`config.mk`:
```
export PLATFORM = sky130hd
export DESIGN_NAME = float32_to_decimal_float_encoder
export DESIGN_NICKNAME = d
export VERILOG_FILES = /design/src/rtl/core/f2d_pkg.sv /design/src/rtl/core/f2d_scale_unit.sv /design/src/rtl/core/float32_to_decimal_float_encoder.sv
export SDC_FILE = /design/constraint.sdc
export NUM_CORES = 1
export LEC_CHECK = 0
export BUFFER_PORTS_ARGS = -buffer_cell sky130_fd_sc_hd__buf_2
export CAP_MARGIN = 10
export CORE_MARGIN = 5
export CORE_UTILIZATION = 40
export CTS_BUF_LIST = sky130_fd_sc_hd__clkbuf_16
export DETAILED_ROUTE_END_ITERATION = 7
export HOLD_SLACK_MARGIN = 0.02
export SLEW_MARGIN = 0
export SYNTH_ARGS = -nofsm -noshare
export SYNTH_HDL_FRONTEND = slang
export SYNTH_SLANG_ARGS = --single-unit
```
`constraint.sdc`:
```
create_clock -name clk -period 11 [get_ports clk]
set_input_delay 1.65 -clock clk [delete_from_list [all_inputs] [get_ports clk]]
set_output_delay 1.65 -clock clk [all_outputs]
set_load 0.02 [all_outputs]
```
`src/rtl/core/f2d_pkg.sv`:
```
package f2d_pkg;

    typedef enum logic [2:0] {
        ST_IDLE,
        ST_NORM,
        ST_SCALE,
        ST_DIV,
        ST_FIN
    } f2d_state_t;

    typedef enum logic [1:0] {
        STAT_NORMAL  = 2'd0,
        STAT_ZERO    = 2'd1,
        STAT_POS_OVF = 2'd2,
        STAT_NEG_OVF = 2'd3
    } f2d_status_t;

    localparam logic [30:0] MAG_OVF_BITS = 31'h509502F9;
    localparam logic [30:0] MAG_INF_BITS = 31'h7F800000;
    localparam logic [23:0] POS_OVF_MANT = 24'h0007FE;
    localparam logic [23:0] NEG_OVF_MANT = 24'h000802;
    localparam logic [23:0] LIMIT_SIG    = 24'hFFE000;
    localparam logic signed [8:0] LIMIT_EXP = 9'sd10;
    localparam int DIV_STEPS = 8;

    // true when sig*2^(e-23) lies below 2047
    function automatic logic below_limit(input logic [23:0] sig, input logic signed [8:0] e);
        below_limit = (e < LIMIT_EXP) || ((e == LIMIT_EXP) && (sig < LIMIT_SIG));
    endfunction

    function automatic logic above_limit(input logic [23:0] sig, input logic signed [8:0] e);
        above_limit = (e > LIMIT_EXP) || ((e == LIMIT_EXP) && (sig > LIMIT_SIG));
    endfunction

endpackage

```
`src/rtl/core/f2d_scale_unit.sv`:
```
module f2d_scale_unit
    import f2d_pkg::*;
(
    input  logic              is_div,
    input  logic [23:0]       sig,
    input  logic signed [8:0] e,
    input  logic [27:0]       quot,
    input  logic              rem_nz,
    output logic [23:0]       sig_out,
    output logic signed [8:0] e_out
);
    logic [27:0]       p;
    logic [23:0]       base;
    logic              g;
    logic              s;
    logic signed [8:0] ne;
    logic [24:0]       sum;

    // shared normalize and round-to-nearest-even for both scaling steps
    // a divide hands in floor(sig*2^7/10), a multiply forms sig*10 here
    always_comb
    begin
        if (is_div)
        begin
            p = quot;
        end
        else
        begin
            p = {4'd0, sig} * 28'd10;
        end
        if (p[27])
        begin
            base = p[27:4];
            g    = p[3];
            s    = (|p[2:0]) | (is_div & rem_nz);
            ne   = is_div ? e - 9'sd3 : e + 9'sd4;
        end
        else
        begin
            base = p[26:3];
            g    = p[2];
            s    = (|p[1:0]) | (is_div & rem_nz);
            ne   = is_div ? e - 9'sd4 : e + 9'sd3;
        end
        sum = {1'b0, base} + {24'd0, g & (s | base[0])};
        if (sum[24])
        begin
            sig_out = sum[24:1];
            e_out   = ne + 9'sd1;
        end
        else
        begin
            sig_out = sum[23:0];
            e_out   = ne;
        end
    end
endmodule

```
`src/rtl/core/float32_to_decimal_float_encoder.sv`:
```
// float32 to base-10 float encoder
// input channel: float_bits with in_valid / in_stall; a transfer happens on a
// rising edge with in_valid high and in_stall low
// output channel: dec_exponent, dec_mantissa, packed_word, status_code with
// out_valid / out_stall; one result per input, held steady while stalled
// zero, nan and out-of-range inputs get their result registered on the transfer edge
// other values are scaled on one shared multiply-by-10 / divide-by-10 unit:
// a divide: setup in the scale state, then 8 nibble steps, rounded on the last;
// a multiply is done in the scale state itself; the finish state then writes
// out the result; subnormal inputs first take one-bit normalize shifts
// the block takes one item at a time: in_stall is high while an item is in
// work or while a finished result waits on out_stall
// reset clears the sequencer and the output valid; no clearing pass
module float32_to_decimal_float_encoder
    import f2d_pkg::*;
(
    input  logic        clk,
    input  logic        rst_n,
    input  logic        in_valid,
    output logic        in_stall,
    input  logic [31:0] float_bits,
    output logic        out_valid,
    input  logic        out_stall,
    output logic signed [7:0]  dec_exponent,
    output logic signed [23:0] dec_mantissa,
    output logic [31:0] packed_word,
    output logic [1:0]  status_code
);
    f2d_state_t        state_reg, state_next;
    logic [23:0]       sig_reg, sig_next;
    logic signed [8:0] e_reg, e_next;
    logic signed [7:0] expo_reg, expo_next;
    logic              neg_reg, neg_next;
    logic [31:0]       num_reg, num_next;
    logic [27:0]       quot_reg, quot_next;
    logic [3:0]        rem_reg, rem_next;
    logic [2:0]        cnt_reg, cnt_next;
    logic              out_valid_reg, out_valid_next;
    logic signed [7:0] oexp_reg, oexp_next;
    logic [23:0]       omant_reg, omant_next;
    logic [1:0]        ostat_reg, ostat_next;

    logic              out_free;
    logic              in_xfer;
    logic [30:0]       magbits;
    logic [23:0]       unit_sig;
    logic signed [8:0] unit_e;
    logic              unit_div;
    logic [7:0]        dv;
    logic [15:0]       dmul;
    logic [3:0]        dq;
    logic [4:0]        shamt;
    logic [23:0]       mag_int;

    assign out_free = !out_valid_reg || !out_stall;
    assign in_stall = (state_reg != ST_IDLE) || !out_free;
    assign in_xfer  = in_valid && !in_stall;
    assign magbits  = float_bits[30:0];
    assign unit_div = (state_reg == ST_DIV);

    f2d_scale_unit u_scale (
        .is_div  (unit_div),
        .sig     (sig_reg),
        .e       (e_reg),
        .quot    (quot_next),
        .rem_nz  (rem_next != 4'd0),
        .sig_out (unit_sig),
        .e_out   (unit_e)
    );

    // one quotient digit of a divide by ten: v*205>>11 is exact for v below 1029
    assign dv    = {rem_reg, num_reg[31:28]};
    assign dmul  = {8'd0, dv} * 16'd205;
    assign dq    = dmul[14:11];
    assign shamt = 5'd23 - e_reg[4:0];
    assign mag_int = sig_reg >> shamt;

    always_comb
    begin
        state_next = state_reg;
        case (state_reg)
            ST_IDLE:
            begin
                if (in_xfer && magbits != 31'd0 && magbits <= MAG_OVF_BITS)
                begin
                    state_next = (magbits[30:23] == 8'd0) ? ST_NORM : ST_SCALE;
                end
            end
            ST_NORM:
            begin
                if (sig_reg[23])
                begin
                    state_next = ST_SCALE;
                end
            end
            ST_SCALE:
            begin
                if (above_limit(sig_reg, e_reg))
                begin
                    state_next = ST_DIV;
                end
                else if (!below_limit(unit_sig, unit_e))
                begin
                    state_next = ST_FIN;
                end
            end
            ST_DIV:
            begin
                if (cnt_reg == 3'(DIV_STEPS - 1))
                begin
                    state_next = ST_SCALE;
                end
            end
            ST_FIN:
            begin
                if (out_free)
                begin
                    state_next = ST_IDLE;
                end
            end
            default:
            begin
                state_next = ST_IDLE;
            end
        endcase
    end

    always_comb
    begin
        sig_next       = sig_reg;
        e_next         = e_reg;
        expo_next      = expo_reg;
        neg_next       = neg_reg;
        num_next       = num_reg;
        quot_next      = quot_reg;
        rem_next       = rem_reg;
        cnt_next       = cnt_reg;
        out_valid_next = out_valid_reg && out_stall;
        oexp_next      = oexp_reg;
        omant_next     = omant_reg;
        ostat_next     = ostat_reg;
        case (state_reg)
            ST_IDLE:
            begin
                if (in_xfer)
                begin
                    neg_next  = float_bits[31];
                    expo_next = 8'sd0;
                    if (magbits[30:23] == 8'd0)
                    begin
                        sig_next = {1'b0, magbits[22:0]};
                        e_next   = -9'sd126;
                    end
                    else
                    begin
                        sig_next = {1'b1, magbits[22:0]};
                        e_next   = $signed({1'b0, magbits[30:23]}) - 9'sd127;
                    end
                    if (magbits == 31'd0)
                    begin
                        out_valid_next = 1'b1;
                        oexp_next      = 8'sd0;
                        omant_next     = 24'd0;
                        ostat_next     = STAT_ZERO;
                    end
                    else if (magbits > MAG_INF_BITS)
                    begin
                        out_valid_next = 1'b1;
                        oexp_next      = 8'sd0;
                        omant_next     = POS_OVF_MANT;
                        ostat_next     = STAT_POS_OVF;
                    end
                    else if (magbits > MAG_OVF_BITS)
                    begin
                        out_valid_next = 1'b1;
                        oexp_next      = 8'sd0;
                        omant_next     = float_bits[31] ? NEG_OVF_MANT : POS_OVF_MANT;
                        ostat_next     = float_bits[31] ? STAT_NEG_OVF : STAT_POS_OVF;
                    end
                end
            end
            ST_NORM:
            begin
                if (!sig_reg[23])
                begin
                    sig_next = {sig_reg[22:0], 1'b0};
                    e_next   = e_reg - 9'sd1;
                end
            end
            ST_SCALE:
            begin
                if (above_limit(sig_reg, e_reg))
                begin
                    // dividend sig*2^7, leading quotient nibble zero
                    num_next  = {1'b0, sig_reg, 7'd0};
                    quot_next = 28'd0;
                    rem_next  = 4'd0;
                    cnt_next  = 3'd0;
                end
                else if (below_limit(unit_sig, unit_e))
                begin
                    sig_next  = unit_sig;
                    e_next    = unit_e;
                    expo_next = expo_reg - 8'sd1;
                end
            end
            ST_DIV:
            begin
                quot_next = {quot_reg[23:0], dq};
                rem_next  = 4'(dv - 8'(dq) * 8'd10);
                num_next  = {num_reg[27:0], 4'd0};
                cnt_next  = cnt_reg + 3'd1;
                if (cnt_reg == 3'(DIV_STEPS - 1))
                begin
                    sig_next  = unit_sig;
                    e_next    = unit_e;
                    expo_next = expo_reg + 8'sd1;
                end
            end
            ST_FIN:
            begin
                if (out_free)
                begin
                    out_valid_next = 1'b1;
                    oexp_next      = expo_reg;
                    omant_next     = neg_reg ? 24'd0 - mag_int : mag_int;
                    ostat_next     = STAT_NORMAL;
                end
            end
            default:
            begin
            end
        endcase
    end

    always_ff @(posedge clk or negedge rst_n)
    begin
        if (!rst_n)
        begin
            state_reg     <= ST_IDLE;
            out_valid_reg <= 1'b0;
        end
        else
        begin
            state_reg     <= state_next;
            out_valid_reg <= out_valid_next;
        end
    end

    always_ff @(posedge clk)
    begin
        sig_reg   <= sig_next;
        e_reg     <= e_next;
        expo_reg  <= expo_next;
        neg_reg   <= neg_next;
        num_reg   <= num_next;
        quot_reg  <= quot_next;
        rem_reg   <= rem_next;
        cnt_reg   <= cnt_next;
        oexp_reg  <= oexp_next;
        omant_reg <= omant_next;
        ostat_reg <= ostat_next;
    end

    assign out_valid    = out_valid_reg;
    assign dec_exponent = oexp_reg;
    assign dec_mantissa = omant_reg;
    assign packed_word  = {oexp_reg, omant_reg};
    assign status_code  = ostat_reg;
endmodule
```
[Yosys cells after proc, flatten, opt, wreduce, memory -nomap -nowiden]
Cells that the tools add are included.
Operators by class
  add/sub/neg operators: 14
  $mul: 3
  magnitude comparators: 7
  eq/ne operators: 18
  shifts and indexed selects: 1
  multiplexer cells: 71
  bitwise gates (word level): 5
  reductions and logical operators: 33
Operators by type and width (count)
  24-bit 2-to-1 mux: 14
  24-bit one-hot mux with 4 select lines: 1
  9-bit 2-to-1 mux: 10
  8-bit 2-to-1 mux: 9
  32-bit one-hot mux with 2 select lines: 1
  31-bit > comparator (second input constant): 2
  28-bit 2-to-1 mux: 2
  28-bit one-hot mux with 2 select lines: 1
  24-bit one-hot mux with 2 select lines: 1
  9-bit one-hot mux with 4 select lines: 1
  32-bit 2-to-1 mux: 1
  31-bit less-or-equal comparator (second input constant): 1
  31-bit zero test: 1
  31-bit nonzero test: 1
  24-bit by 3-bit multiplier with 27-bit output (second input constant): 1
  24-bit by 1-bit adder with 25-bit output: 1
  24-bit > comparator (second input constant): 1
  24-bit less-than comparator (second input constant): 1
  8-bit one-hot mux with 3 select lines: 1
  24-bit by 5-bit >> shifter with 24-bit output: 1
  1-bit by 24-bit subtractor with 24-bit output (first input constant): 1
  3-bit 2-to-1 mux: 7
  9-bit by 5-bit == test with 1-bit output (second input constant): 2
  2-bit inequality test (second input constant): 9
  47 further kinds: 81
Storage, ports and cells
  bits in registers: 147
  input port bits: 36
  output and inout port bits: 68
  logic and storage cells: 166

[Longest topological paths before layout]
Gate-level depths: netlist of run 1.
  depth in word-level cells: 19
  mapped depth: 28
  mapped depth without buffers: 27

[Modules after synthesis]
A second synthesis of run 1 with hierarchy kept.
Unflattened totals
  cells, all modules: 1617
  area, all modules: 14173.6 µm²
Modules (own cells, without submodules)
  float32_to_decimal_float_encoder: times used 1, cells an instance 1036, area each 10138.5 µm², seq. area each 3863.7 µm²
  f2d_scale_unit: times used 1, cells an instance 581, area each 4035.1 µm², seq. area each 0.0 µm²

[Least setup slack after synthesis of run 1]
Ideal clock, no wire load.
  path type: register to register
  start: register num_reg[30]
  end: register e_reg[0] (enable)
  library setup time: 0.431 ns
  data arrival time: 8.064 ns
  required time: 10.569 ns
  setup slack: 2.505 ns
  cell stages (with the launch flop): 27
  path buffers: 0
  period minus slack after synthesis: 8.495 ns
  cell sequence: edfxtp_1 -> ha_1 -> xor2_1 -> ha_1 -> fa_1 -> inv_1 -> fa_1 -> inv_1 -> ha_1 -> nand3_1 -> nor3b_1 -> o2bb2ai_1 -> o41ai_1 -> nor2_1 -> a211oi_1 -> ha_1 -> nand2b_4 -> or3_4 -> nor4_4 -> nand3_1 -> nor4_2 -> nand3_2 -> o31a_1 -> o22ai_1 -> o32a_1 -> o31ai_4 -> o211ai_1
On the way
  word-level cells in the longest chain between the ends: 17
  elaborated cells between the ends (all ways): 27
  classes of those cells: add/sub (2); mul (2); order compare (2); eq/ne (2); mux (8); bitwise (5); reduce/logical (6)
RTL lines
  from (decl): line float32_to_decimal_float_encoder.sv:34  | logic [31:0] num_reg, num_next;
  from (signal assigned): line float32_to_decimal_float_encoder.sv:256  | num_reg <= num_next;
  8-bit by 8-bit multiplier with 15-bit output: line float32_to_decimal_float_encoder.sv:73  | assign dmul = {8'd0, dv} * 16'd205;
  4-bit by 3-bit multiplier with 3-bit output: line float32_to_decimal_float_encoder.sv:210  | rem_next = 4'(dv - 8'(dq) * 8'd10);
  4-bit subtractor: line float32_to_decimal_float_encoder.sv:210
  4-bit one-hot mux with 2 select lines: line float32_to_decimal_float_encoder.sv:142  | case (state_reg)
  4-bit nonzero test: line float32_to_decimal_float_encoder.sv:66  | .rem_nz (rem_next != 4'd0),
  1-bit bitwise AND: line f2d_scale_unit.sv:35, f2d_scale_unit.sv:42
  1-bit OR (on tied branches): line f2d_scale_unit.sv:42, f2d_scale_unit.sv:35
  1-bit 2-to-1 mux: line f2d_scale_unit.sv:31  | if (p[27])
  1-bit OR: line f2d_scale_unit.sv:45  | sum = {1'b0, base} + {24'd0, g & (s | base[0])};
  1-bit bitwise AND: line f2d_scale_unit.sv:45
  24-bit by 1-bit adder with 25-bit output (*): line f2d_scale_unit.sv:45
  24-bit 2-to-1 mux / 9-bit 2-to-1 mux (equally long branches): line f2d_scale_unit.sv:46  | if (sum[24])
  24-bit less-than comparator / 9-bit by 5-bit == test with 1-bit output (equally long branches): line f2d_pkg.sv:28  | below_limit = (e < LIMIT_EXP) || ((e == LIMIT_EXP) && (sig < LIMIT_SIG));
  1-bit logical AND: line f2d_pkg.sv:28
  1-bit logical OR (*): line f2d_pkg.sv:28
  2-bit inequality test (no source line) (*)
  6-bit AND reduction (no source line) (*)
  to (signal assigned): line float32_to_decimal_float_encoder.sv:253  | e_reg <= e_next;
  to (decl): line float32_to_decimal_float_encoder.sv:31  | logic signed [8:0] e_reg, e_next;
Every way passes the cells marked *; elsewhere a longest branch is shown, timed or not.
A chain may end at the register's enable or synchronous reset.

[Final worst setup path of run 1]
  start: register num_reg[30]
  end: register expo_reg[2] (enable)
On the way
  word-level cells in the longest chain between the ends: 17
  elaborated cells between the ends (all ways): 27
  classes of those cells: add/sub (2); mul (2); order compare (2); eq/ne (2); mux (8); bitwise (5); reduce/logical (6)
RTL lines
  8-bit by 8-bit multiplier with 15-bit output: line float32_to_decimal_float_encoder.sv:73
  4-bit by 3-bit multiplier with 3-bit output: line float32_to_decimal_float_encoder.sv:210
  4-bit subtractor: line float32_to_decimal_float_encoder.sv:210
  4-bit one-hot mux with 2 select lines: line float32_to_decimal_float_encoder.sv:142
  4-bit nonzero test: line float32_to_decimal_float_encoder.sv:66
  1-bit bitwise AND: line f2d_scale_unit.sv:35, f2d_scale_unit.sv:42
  1-bit OR (on tied branches): line f2d_scale_unit.sv:42, f2d_scale_unit.sv:35
  1-bit 2-to-1 mux: line f2d_scale_unit.sv:31
  1-bit OR: line f2d_scale_unit.sv:45
  1-bit bitwise AND: line f2d_scale_unit.sv:45
  24-bit by 1-bit adder with 25-bit output (*): line f2d_scale_unit.sv:45
  24-bit 2-to-1 mux / 9-bit 2-to-1 mux (equally long branches): line f2d_scale_unit.sv:46
  24-bit less-than comparator / 9-bit by 5-bit == test with 1-bit output (equally long branches): line f2d_pkg.sv:28
  1-bit logical AND: line f2d_pkg.sv:28
  1-bit logical OR (*): line f2d_pkg.sv:28
  2-bit inequality test (no source line) (*)
  5-bit AND reduction (no source line) (*)
  to (signal assigned): line float32_to_decimal_float_encoder.sv:254  | expo_reg <= expo_next;
  to (decl): line float32_to_decimal_float_encoder.sv:32  | logic signed [7:0] expo_reg, expo_next;
Marked as above.

==> reports/metrics.csv, run 1 <==
metric,value,unit
"delay-heaviest family, CP",compound AO/OA/AOI/OAI gates,
CTS sink cnt,136,
Setup CP Type,reg -> reg,
"slowest stage delay, CP",0.86,ns
Final Hold Fails,0,
Synth area leader,edfxtp_1,
hold_buf cts,0,
Std-Cell Rows,67,
Core Region,33400,µm²
"Data arrival, critical path",8.63,ns
GR Overflow Total,0,
crit path to,expo_reg[2],
DR iter-0 viols,1214,
actual slew at the worst max-slew pin,1.12,ns
top cell type's share of synthesized area,23.1,%
Post-Syn Instances,1583,
Max H-tree Level,4,
Top Usage Layer GRT,met2,
Critical path buffers and inverters,2,
Area Growth Syn to Fin,8.86,%
full die area,37500,µm²
IO buf count,103,
clk root buf,clkbuf_16,
Mean Syn Cell Area,8.52,µm²
Setup crit end kind,register,
Syn Nets,1740,
CP max FO,18,
Pre-Repair DR Iteration Count,8,
clk buf depth,2,
met3 usage,5.09,%
Clock Latency Late Sink,0.43,ns
# fillers,3328,
max_cap viols,0,
Final min period,8.57,ns
worst hold slack,0.442,ns
ANT nets after route,0,
"Clk pin slew, worst setup/hold paths",0.06,ns
Resized cells post-CTS,0,
critical path's slowest cell,o41ai_1,
Final #Nets,1757,
global-route wire length before repair,66800,µm
Pins Over Slew Limit,0,
HP Class,reg -> reg,
most frequent cell on the critical path,ha_1,
clock buffer count from CTS,17,
Remaining DRCs,0,
fmax,117,MHz
Via-to-Cell Ratio,5.96,
status,"complete, no violations",
Hold Path Stages,2,
TritonCTS clock tree,done,
hpwl dp,31800,µm
Worst Setup Start Kind,register,
routed vias,12300,
share of cells above drive strength 1,12.6,%
Seq. cell area,3780,µm²
"Async S/R FF share, synth",2.94,%
met2 Use GR,35.4,%
largest net degree at the start of global routing,89,
fraction of the yosys area taken by sequential cells,28.0,%
GRT Resource Usage Total,22.0,%
routing usage on met1,29.2,%
Routed WL,42200,µm
RR Endpoint,expo_reg[2],
CP Depth,26,
Reg2Reg Depth,26,
Final Cycle Share,77.9,%
vias in the first global route,11700,
Die Wd,194,µm
DR WL/cell,20.5,µm
"EDFF count, synth",104,
multi-input logic area,8860,µm²
unique cell type count in the Yosys netlist,96,
max reg flops,25,
Slew HR,25.6,%
setup skew after layout,0.00946,ns
ys flop type,edfxtp_1,
post-route setup TNS,0,ns
Netlist Area Pre-Place,13500,µm²
dominant cells by area after synthesis,"edfxtp_1 23%, ha_1 10%, nand2_1 6.2%",
endpoints failing setup,0,
Inserted Diodes,0,
Chip Height,194,µm
# IOs,104,
register bit total from synthesis,136,
antenna violations before repair,0,
setup bufs post-CTS,0,
origin of the worst setup path,num_reg[30],
worst r2r src,num_reg[30],
RePlAce Congestion,0.897,
Required @ worst endpoint,11.06,ns
Yosys warning total,0,
RSZ-0062 raised after global routing,false,
FF-to-FF setup slack,2.43,ns
Starting Density,40.3,%
==> logic make-up (layout without fill, tap and decap cells) <==
kind of cell             Yosys count  after routing  synth area share, %
AO/OA/AOI/OAI                    397            397                 20.2
XOR/XNOR                          89             89                 5.78
adder cells (fa/ha/maj)          121            121                 11.9
buffers and inverters            184            214                 6.40
flip-flops                       136            136                 28.0
multiplexers                      49             49                 5.63
AND/OR/NAND/NOR                  607            607                 22.1
==> per-layer routing <==
layer	vias up	routed length, µm
met4	0	1420
li1	5860	-
met2	473	19500
met1	5873	18100
met3	78	3110
met5	-	0
==> how the worst min path moves through the flow <==
stage                       startpoint           end  slack (ns)
after floorplan           quot_reg[21]  quot_reg[21]        0.41
after global placement    quot_reg[21]  quot_reg[21]        0.43
after detailed placement  quot_reg[21]  quot_reg[21]        0.44
after CTS                 quot_reg[21]  quot_reg[21]        0.45
after global routing      quot_reg[18]  quot_reg[18]        0.47
final                     quot_reg[21]  quot_reg[21]        0.44
==> cell type report <==
type / count / area share, %
inverter: 62 / 1.62
clock buffer: 21 / 3.58
tap: 448 / 3.82
timing repair buffer: 120 / 4.38
sequential: 136 / 25.8
multi-input combinational: 1263 / 60.3
clock inverter: 11 / 0.554
==> cells in the final DEF, fill, tap and decap left out, types with 10 or more instances in the layout <==
cell	Yosys	final
clkbuf_16	0	21
a21oi_1	88	88
a22oi_1	13	13
nor4_1	16	16
a221o_1	13	13
buf_4	34	17
and2_1	22	22
mux2i_1	25	25
a22o_1	11	11
a31oi_1	14	14
nor3_1	41	41
mux4_2	21	21
nand3_1	56	56
inv_1	58	61
xnor2_1	55	55
o211ai_1	15	15
a21o_1	19	19
or3_1	15	15
and3_1	26	26
o221ai_1	10	10
fa_1	12	12
dfxtp_1	28	28
ha_1	109	109
buf_2	12	103
nand2b_1	20	20
nand4_1	30	30
a211oi_1	17	17
nand2_1	224	224
o31ai_1	11	11
xor2_1	34	34
nor2_1	105	105
o21ai_0	84	82
edfxtp_1	104	104
o21a_1	14	14
==> synthesized netlist by cell type (9+ instances only) <==
library cell  count
nand2_1         224
ha_1            109
nor2_1          105
edfxtp_1        104
a21oi_1          88
o21ai_0          84
clkbuf_1         62
inv_1            58
nand3_1          56
xnor2_1          55
nor3_1           41
buf_4            34
xor2_1           34
nand4_1          30
dfxtp_1          28
and3_1           26
mux2i_1          25
and2_1           22
mux4_2           21
nand2b_1         20
a21o_1           19
a211oi_1         17
nor4_1           16
o211ai_1         15
or3_1            15
a31oi_1          14
o21a_1           14
a221o_1          13
a22oi_1          13
buf_2            12
fa_1             12
a22o_1           11
o31ai_1          11
o221ai_1         10
buf_1             9
==> per-stage QoR <==
step / utilization (%) / instances / setup slack [ns] / area (µm²)
global placement: 42.1 / 2029 / 2.68 / 14100
finish: 43.9 / 2061 / 2.43 / 14700
floorplan: - / 1583 / 2.51 / 13500
detailed placement: 42.1 / 2029 / 2.52 / 14100
CTS: 43.9 / 2061 / 2.49 / 14700
global route: 43.9 / 2061 / 1.85 / 14700
==> worst min-delay path, cell delays in order, from the launching register on <==
cell and delay [ns]:
dfxtp_1 0.31, nand2_1 0.05, nand2_1 0.04
Power of run 1 is left out: the tool's default activity adds up to more than one toggle a clock period on the data nets, which glitch-free logic cannot reach.
==> run 2, diff against run 1 <==
==> constraint.sdc (replaced) <==
create_clock -name clk -period 9 [get_ports clk]
set_input_delay 1.35 -clock clk [delete_from_list [all_inputs] [get_ports clk]]
set_output_delay 1.35 -clock clk [all_outputs]
set_load 0.02 [all_outputs]
==> reports/metrics.csv, run 2 (synthesis gave the netlist of run 1 again) <==
metric,value,unit
max_cap viols,0,
Pre-Repair DR Iteration Count,5,
Final min period,8.35,ns
Remaining DRCs,0,
setup skew after layout,0.0114,ns
RePlAce Congestion,0.911,
HP Class,reg -> reg,
Clock Latency Late Sink,0.44,ns
Final #Nets,1757,
max reg flops,25,
setup bufs post-CTS,0,
status,"complete, no violations",
GR Overflow Total,0,
ANT nets after route,0,
largest net degree at the start of global routing,59,
Slew HR,18.3,%
# IOs,104,
RR Endpoint,expo_reg[3],
Via-to-Cell Ratio,5.99,
hold_buf cts,0,
antenna violations before repair,0,
Area Growth Syn to Fin,8.83,%
Die Wd,194,µm
origin of the worst setup path,num_reg[30],
"Data arrival, critical path",8.42,ns
endpoints failing setup,0,
Pins Over Slew Limit,0,
Core Region,33400,µm²
"commonest non-fill, non-tap cell in the layout",nand2_1,
clk buf depth,2,
Worst Setup Start Kind,register,
Setup crit end kind,register,
TritonCTS clock tree,done,
"commonest cells after routing, fill and taps aside","224 x nand2_1, 109 x ha_1, 105 x nor2_1, 104 x edfxtp_1, 103 x buf_2",
clock buffer count from CTS,17,
vias in the first global route,11700,
most frequent cell on the critical path,ha_1,
Setup CP Type,reg -> reg,
actual slew at the worst max-slew pin,1.22,ns
Chip Height,194,µm
Std-Cell Rows,67,
post-route setup TNS,0,ns
Final Hold Fails,0,
Final Cycle Share,92.8,%
worst r2r src,num_reg[30],
fmax,120,MHz
routed vias,12300,
full die area,37500,µm²
hpwl dp,31700,µm
crit path to,expo_reg[3],
CP max FO,18,
DR WL/cell,20.4,µm
GRT Resource Usage Total,21.9,%
DR iter-0 viols,1157,
Routed WL,42100,µm
"Clk pin slew, worst setup/hold paths",0.07,ns
Starting Density,40.3,%
Required @ worst endpoint,9.07,ns
RSZ-0062 raised after global routing,false,
clk root buf,clkbuf_16,
Resized cells post-CTS,0,
"slowest stage delay, CP",0.64,ns
share of cells above drive strength 1,12.6,%
global-route wire length before repair,66800,µm
CTS sink cnt,136,
Inserted Diodes,0,
FF-to-FF setup slack,0.65,ns
Reg2Reg Depth,27,
IO buf count,103,
Max H-tree Level,4,
critical path's slowest cell,o211ai_1,
[run 2: cell count changes in the layout (fill, tap and decap cells not counted)]
cell	previous run	this run
inv_6	4	2
clkinvlp_4	0	3
clkinv_1	3	4
inv_1	61	59
bufinv_16	0	3
inv_4	1	0
clkbuf_16	21	17
clkinv_2	0	2
[run 2: through the flow]
step	util (%)	area, µm²	hold WS [ns]	std cells	worst slack (ns)
global route	43.9	14700	0.473	2061	0.0936
floorplan	-	13500	0.414	1583	0.505
CTS	43.9	14700	0.446	2061	0.727
global placement	42.1	14100	0.432	2029	0.870
detailed placement	42.1	14100	0.436	2029	0.747
finish	43.9	14700	0.453	2061	0.648
[run 2: how the worst min path moves through the flow]
stage                 start      endpoint  slack (ns)  cells past startpoint
2_1_floorplan  quot_reg[21]  quot_reg[21]        0.41                      2
3_3_place_gp   quot_reg[21]  quot_reg[21]        0.43                      2
3_5_place_dp   quot_reg[21]  quot_reg[21]        0.44                      2
4_1_cts        quot_reg[21]  quot_reg[21]        0.45                      2
5_1_grt        quot_reg[20]  quot_reg[20]        0.47                      2
6_report       quot_reg[21]  quot_reg[21]        0.45                      2
[run 2: metal layers]
layer | global-route usage [%] | routed length, µm
met4 | 7.11 | 1200
met3 | 4.33 | 3070
met5 | 0 | 0
met2 | 35.6 | 19600
met1 | 29.5 | 18200
[run 2: area by class of cell]
cell class / count / area, µm²
clock buffers: 17 / 425
repair buffers: 120 / 643
well taps: 448 / 561
inverters: 62 / 238
fillers: 3300 / 18800
clock inverters: 15 / 176
multi-input cells: 1263 / 8860
flip-flops and latches: 136 / 3780
[run 2: critical path, delay by kind of cell (launching register included)]
family	cells	cell delay, ns
buf+inv	2	0.10
xor+xnor	2	0.36
flops	1	0.47
compound gates	8	2.46
fa+ha+maj	6	2.32
simple gates	9	2.26
Power of run 2 is left out for the same reason.
==> run 3, diff against run 2 <==
--- a/config.mk
+++ b/config.mk
@@ -12,7 +12,9 @@
 export CTS_BUF_LIST = sky130_fd_sc_hd__clkbuf_16
 export DETAILED_ROUTE_END_ITERATION = 7
 export HOLD_SLACK_MARGIN = 0.02
+export REMOVE_ABC_BUFFERS = 1
 export SLEW_MARGIN = 0
 export SYNTH_ARGS = -nofsm -noshare
 export SYNTH_HDL_FRONTEND = slang
 export SYNTH_SLANG_ARGS = --single-unit
+export TNS_END_PERCENT = 100
==> reports/metrics.csv, run 3 (synthesis gave the netlist of run 1 again) <==
metric,value,unit
status,"complete, no violations",
Setup crit end kind,register,
Starting Density,40.3,%
Die Wd,194,µm
"commonest cells after routing, fill and taps aside","224 x nand2_1, 109 x ha_1, 105 x nor2_1, 104 x edfxtp_1, 103 x buf_2",
Final Hold Fails,0,
fmax,118,MHz
Resized cells post-CTS,0,
max_cap viols,0,
ANT nets after route,0,
Final #Nets,1760,
RePlAce Congestion,0.976,
share of cells above drive strength 1,12.7,%
endpoints failing setup,0,
post-route setup TNS,0,ns
global-route wire length before repair,64000,µm
DR WL/cell,19.5,µm
Pre-Repair DR Iteration Count,5,
TritonCTS clock tree,done,
clk root buf,clkbuf_16,
clk buf depth,2,
CTS sink cnt,136,
largest net degree at the start of global routing,55,
Routed WL,40200,µm
Chip Height,194,µm
hpwl dp,30500,µm
"Data arrival, critical path",8.53,ns
Final min period,8.46,ns
Std-Cell Rows,67,
"slowest stage delay, CP",0.70,ns
full die area,37500,µm²
IO buf count,103,
design area,14700,µm²
HP Class,reg -> reg,
DR iter-0 viols,1042,
critical path's slowest cell,o211ai_1,
"commonest non-fill, non-tap cell in the layout",nand2_1,
setup bufs post-CTS,0,
Area Growth Syn to Fin,8.83,%
Required @ worst endpoint,9.07,ns
setup skew after layout,0.0168,ns
# IOs,104,
worst hold slack,0.446,ns
GR Overflow Total,0,
actual slew at the worst max-slew pin,1.06,ns
most frequent cell on the critical path,ha_1,
"delay-heaviest family, CP",compound AO/OA/AOI/OAI gates,
GRT Resource Usage Total,20.8,%
Setup CP Type,reg -> reg,
vias in the first global route,11500,
Slew HR,29.0,%
CP max FO,18,
Clock Latency Late Sink,0.44,ns
Pins Over Slew Limit,0,
Final Cycle Share,94.0,%
Max H-tree Level,4,
Core Region,33400,µm²
max reg flops,25,
placed cell area,14100,µm²
Via-to-Cell Ratio,5.95,
hold_buf cts,0,
Critical path buffers and inverters,2,
antenna violations before repair,0,
"Clk pin slew, worst setup/hold paths",0.06,ns
clock buffer count from CTS,17,
routed vias,12300,
RSZ-0062 raised after global routing,false,
Remaining DRCs,0,
Worst Setup Start Kind,register,
-- run 3: cell count changes in the layout (fill, tap and decap cells not counted), sizes merged --
cell,before,now
buf,120,123
bufinv,3,1
clkinv,9,8
diode,0,1
inv,62,65
-- run 3: area by class of cell --
cell class,instances,area (µm²)
antenna,1,2.50
clock buffer,17,425
clock inverter,15,131
fill,3308,18800
inverter,62,238
multi-input combinational,1263,8860
sequential,136,3780
tap,448,561
timing repair buffer,123,686
-- run 3: metrics by stage --
stage               util (%)  worst slack (ns)  std cells
floorplan                  -             0.367       1461
global placement        42.2             0.832       2031
detailed placement      42.2             0.630       2031
CTS                     43.8             0.597       2063
global route            43.9            0.0579       2064
finish                  43.9             0.543       2065
-- run 3: path summary, 6_finish.rpt --
check,startpoint,endpoint,slack (ns),cells after the start
min in group asynchronous,rst_n,state_reg[1],0.71,1
max reg2reg,num_reg[30],expo_reg[1],0.54,27
min,quot_reg[20],quot_reg[20],0.45,2
max in group asynchronous,rst_n,state_reg[0],8.15,1
min reg2reg,quot_reg[20],quot_reg[20],0.45,2
max,num_reg[30],expo_reg[1],0.54,27
-- run 3: metal layers --
| metal | routed length [µm] | track usage [%] |
|---|---|---|
| met2 | 18400 | 33.3 |
| met4 | 1010 | 6.16 |
| met1 | 18100 | 29.2 |
| met3 | 2680 | 3.28 |
| met5 | 0 | 0 |
-- run 3: tightest hold or removal path, delay by kind of cell (launching register included) --
kind,cells,cell delay (ns)
flops,1,0.31
simple gates,2,0.09
Power of run 3 is left out for the same reason.
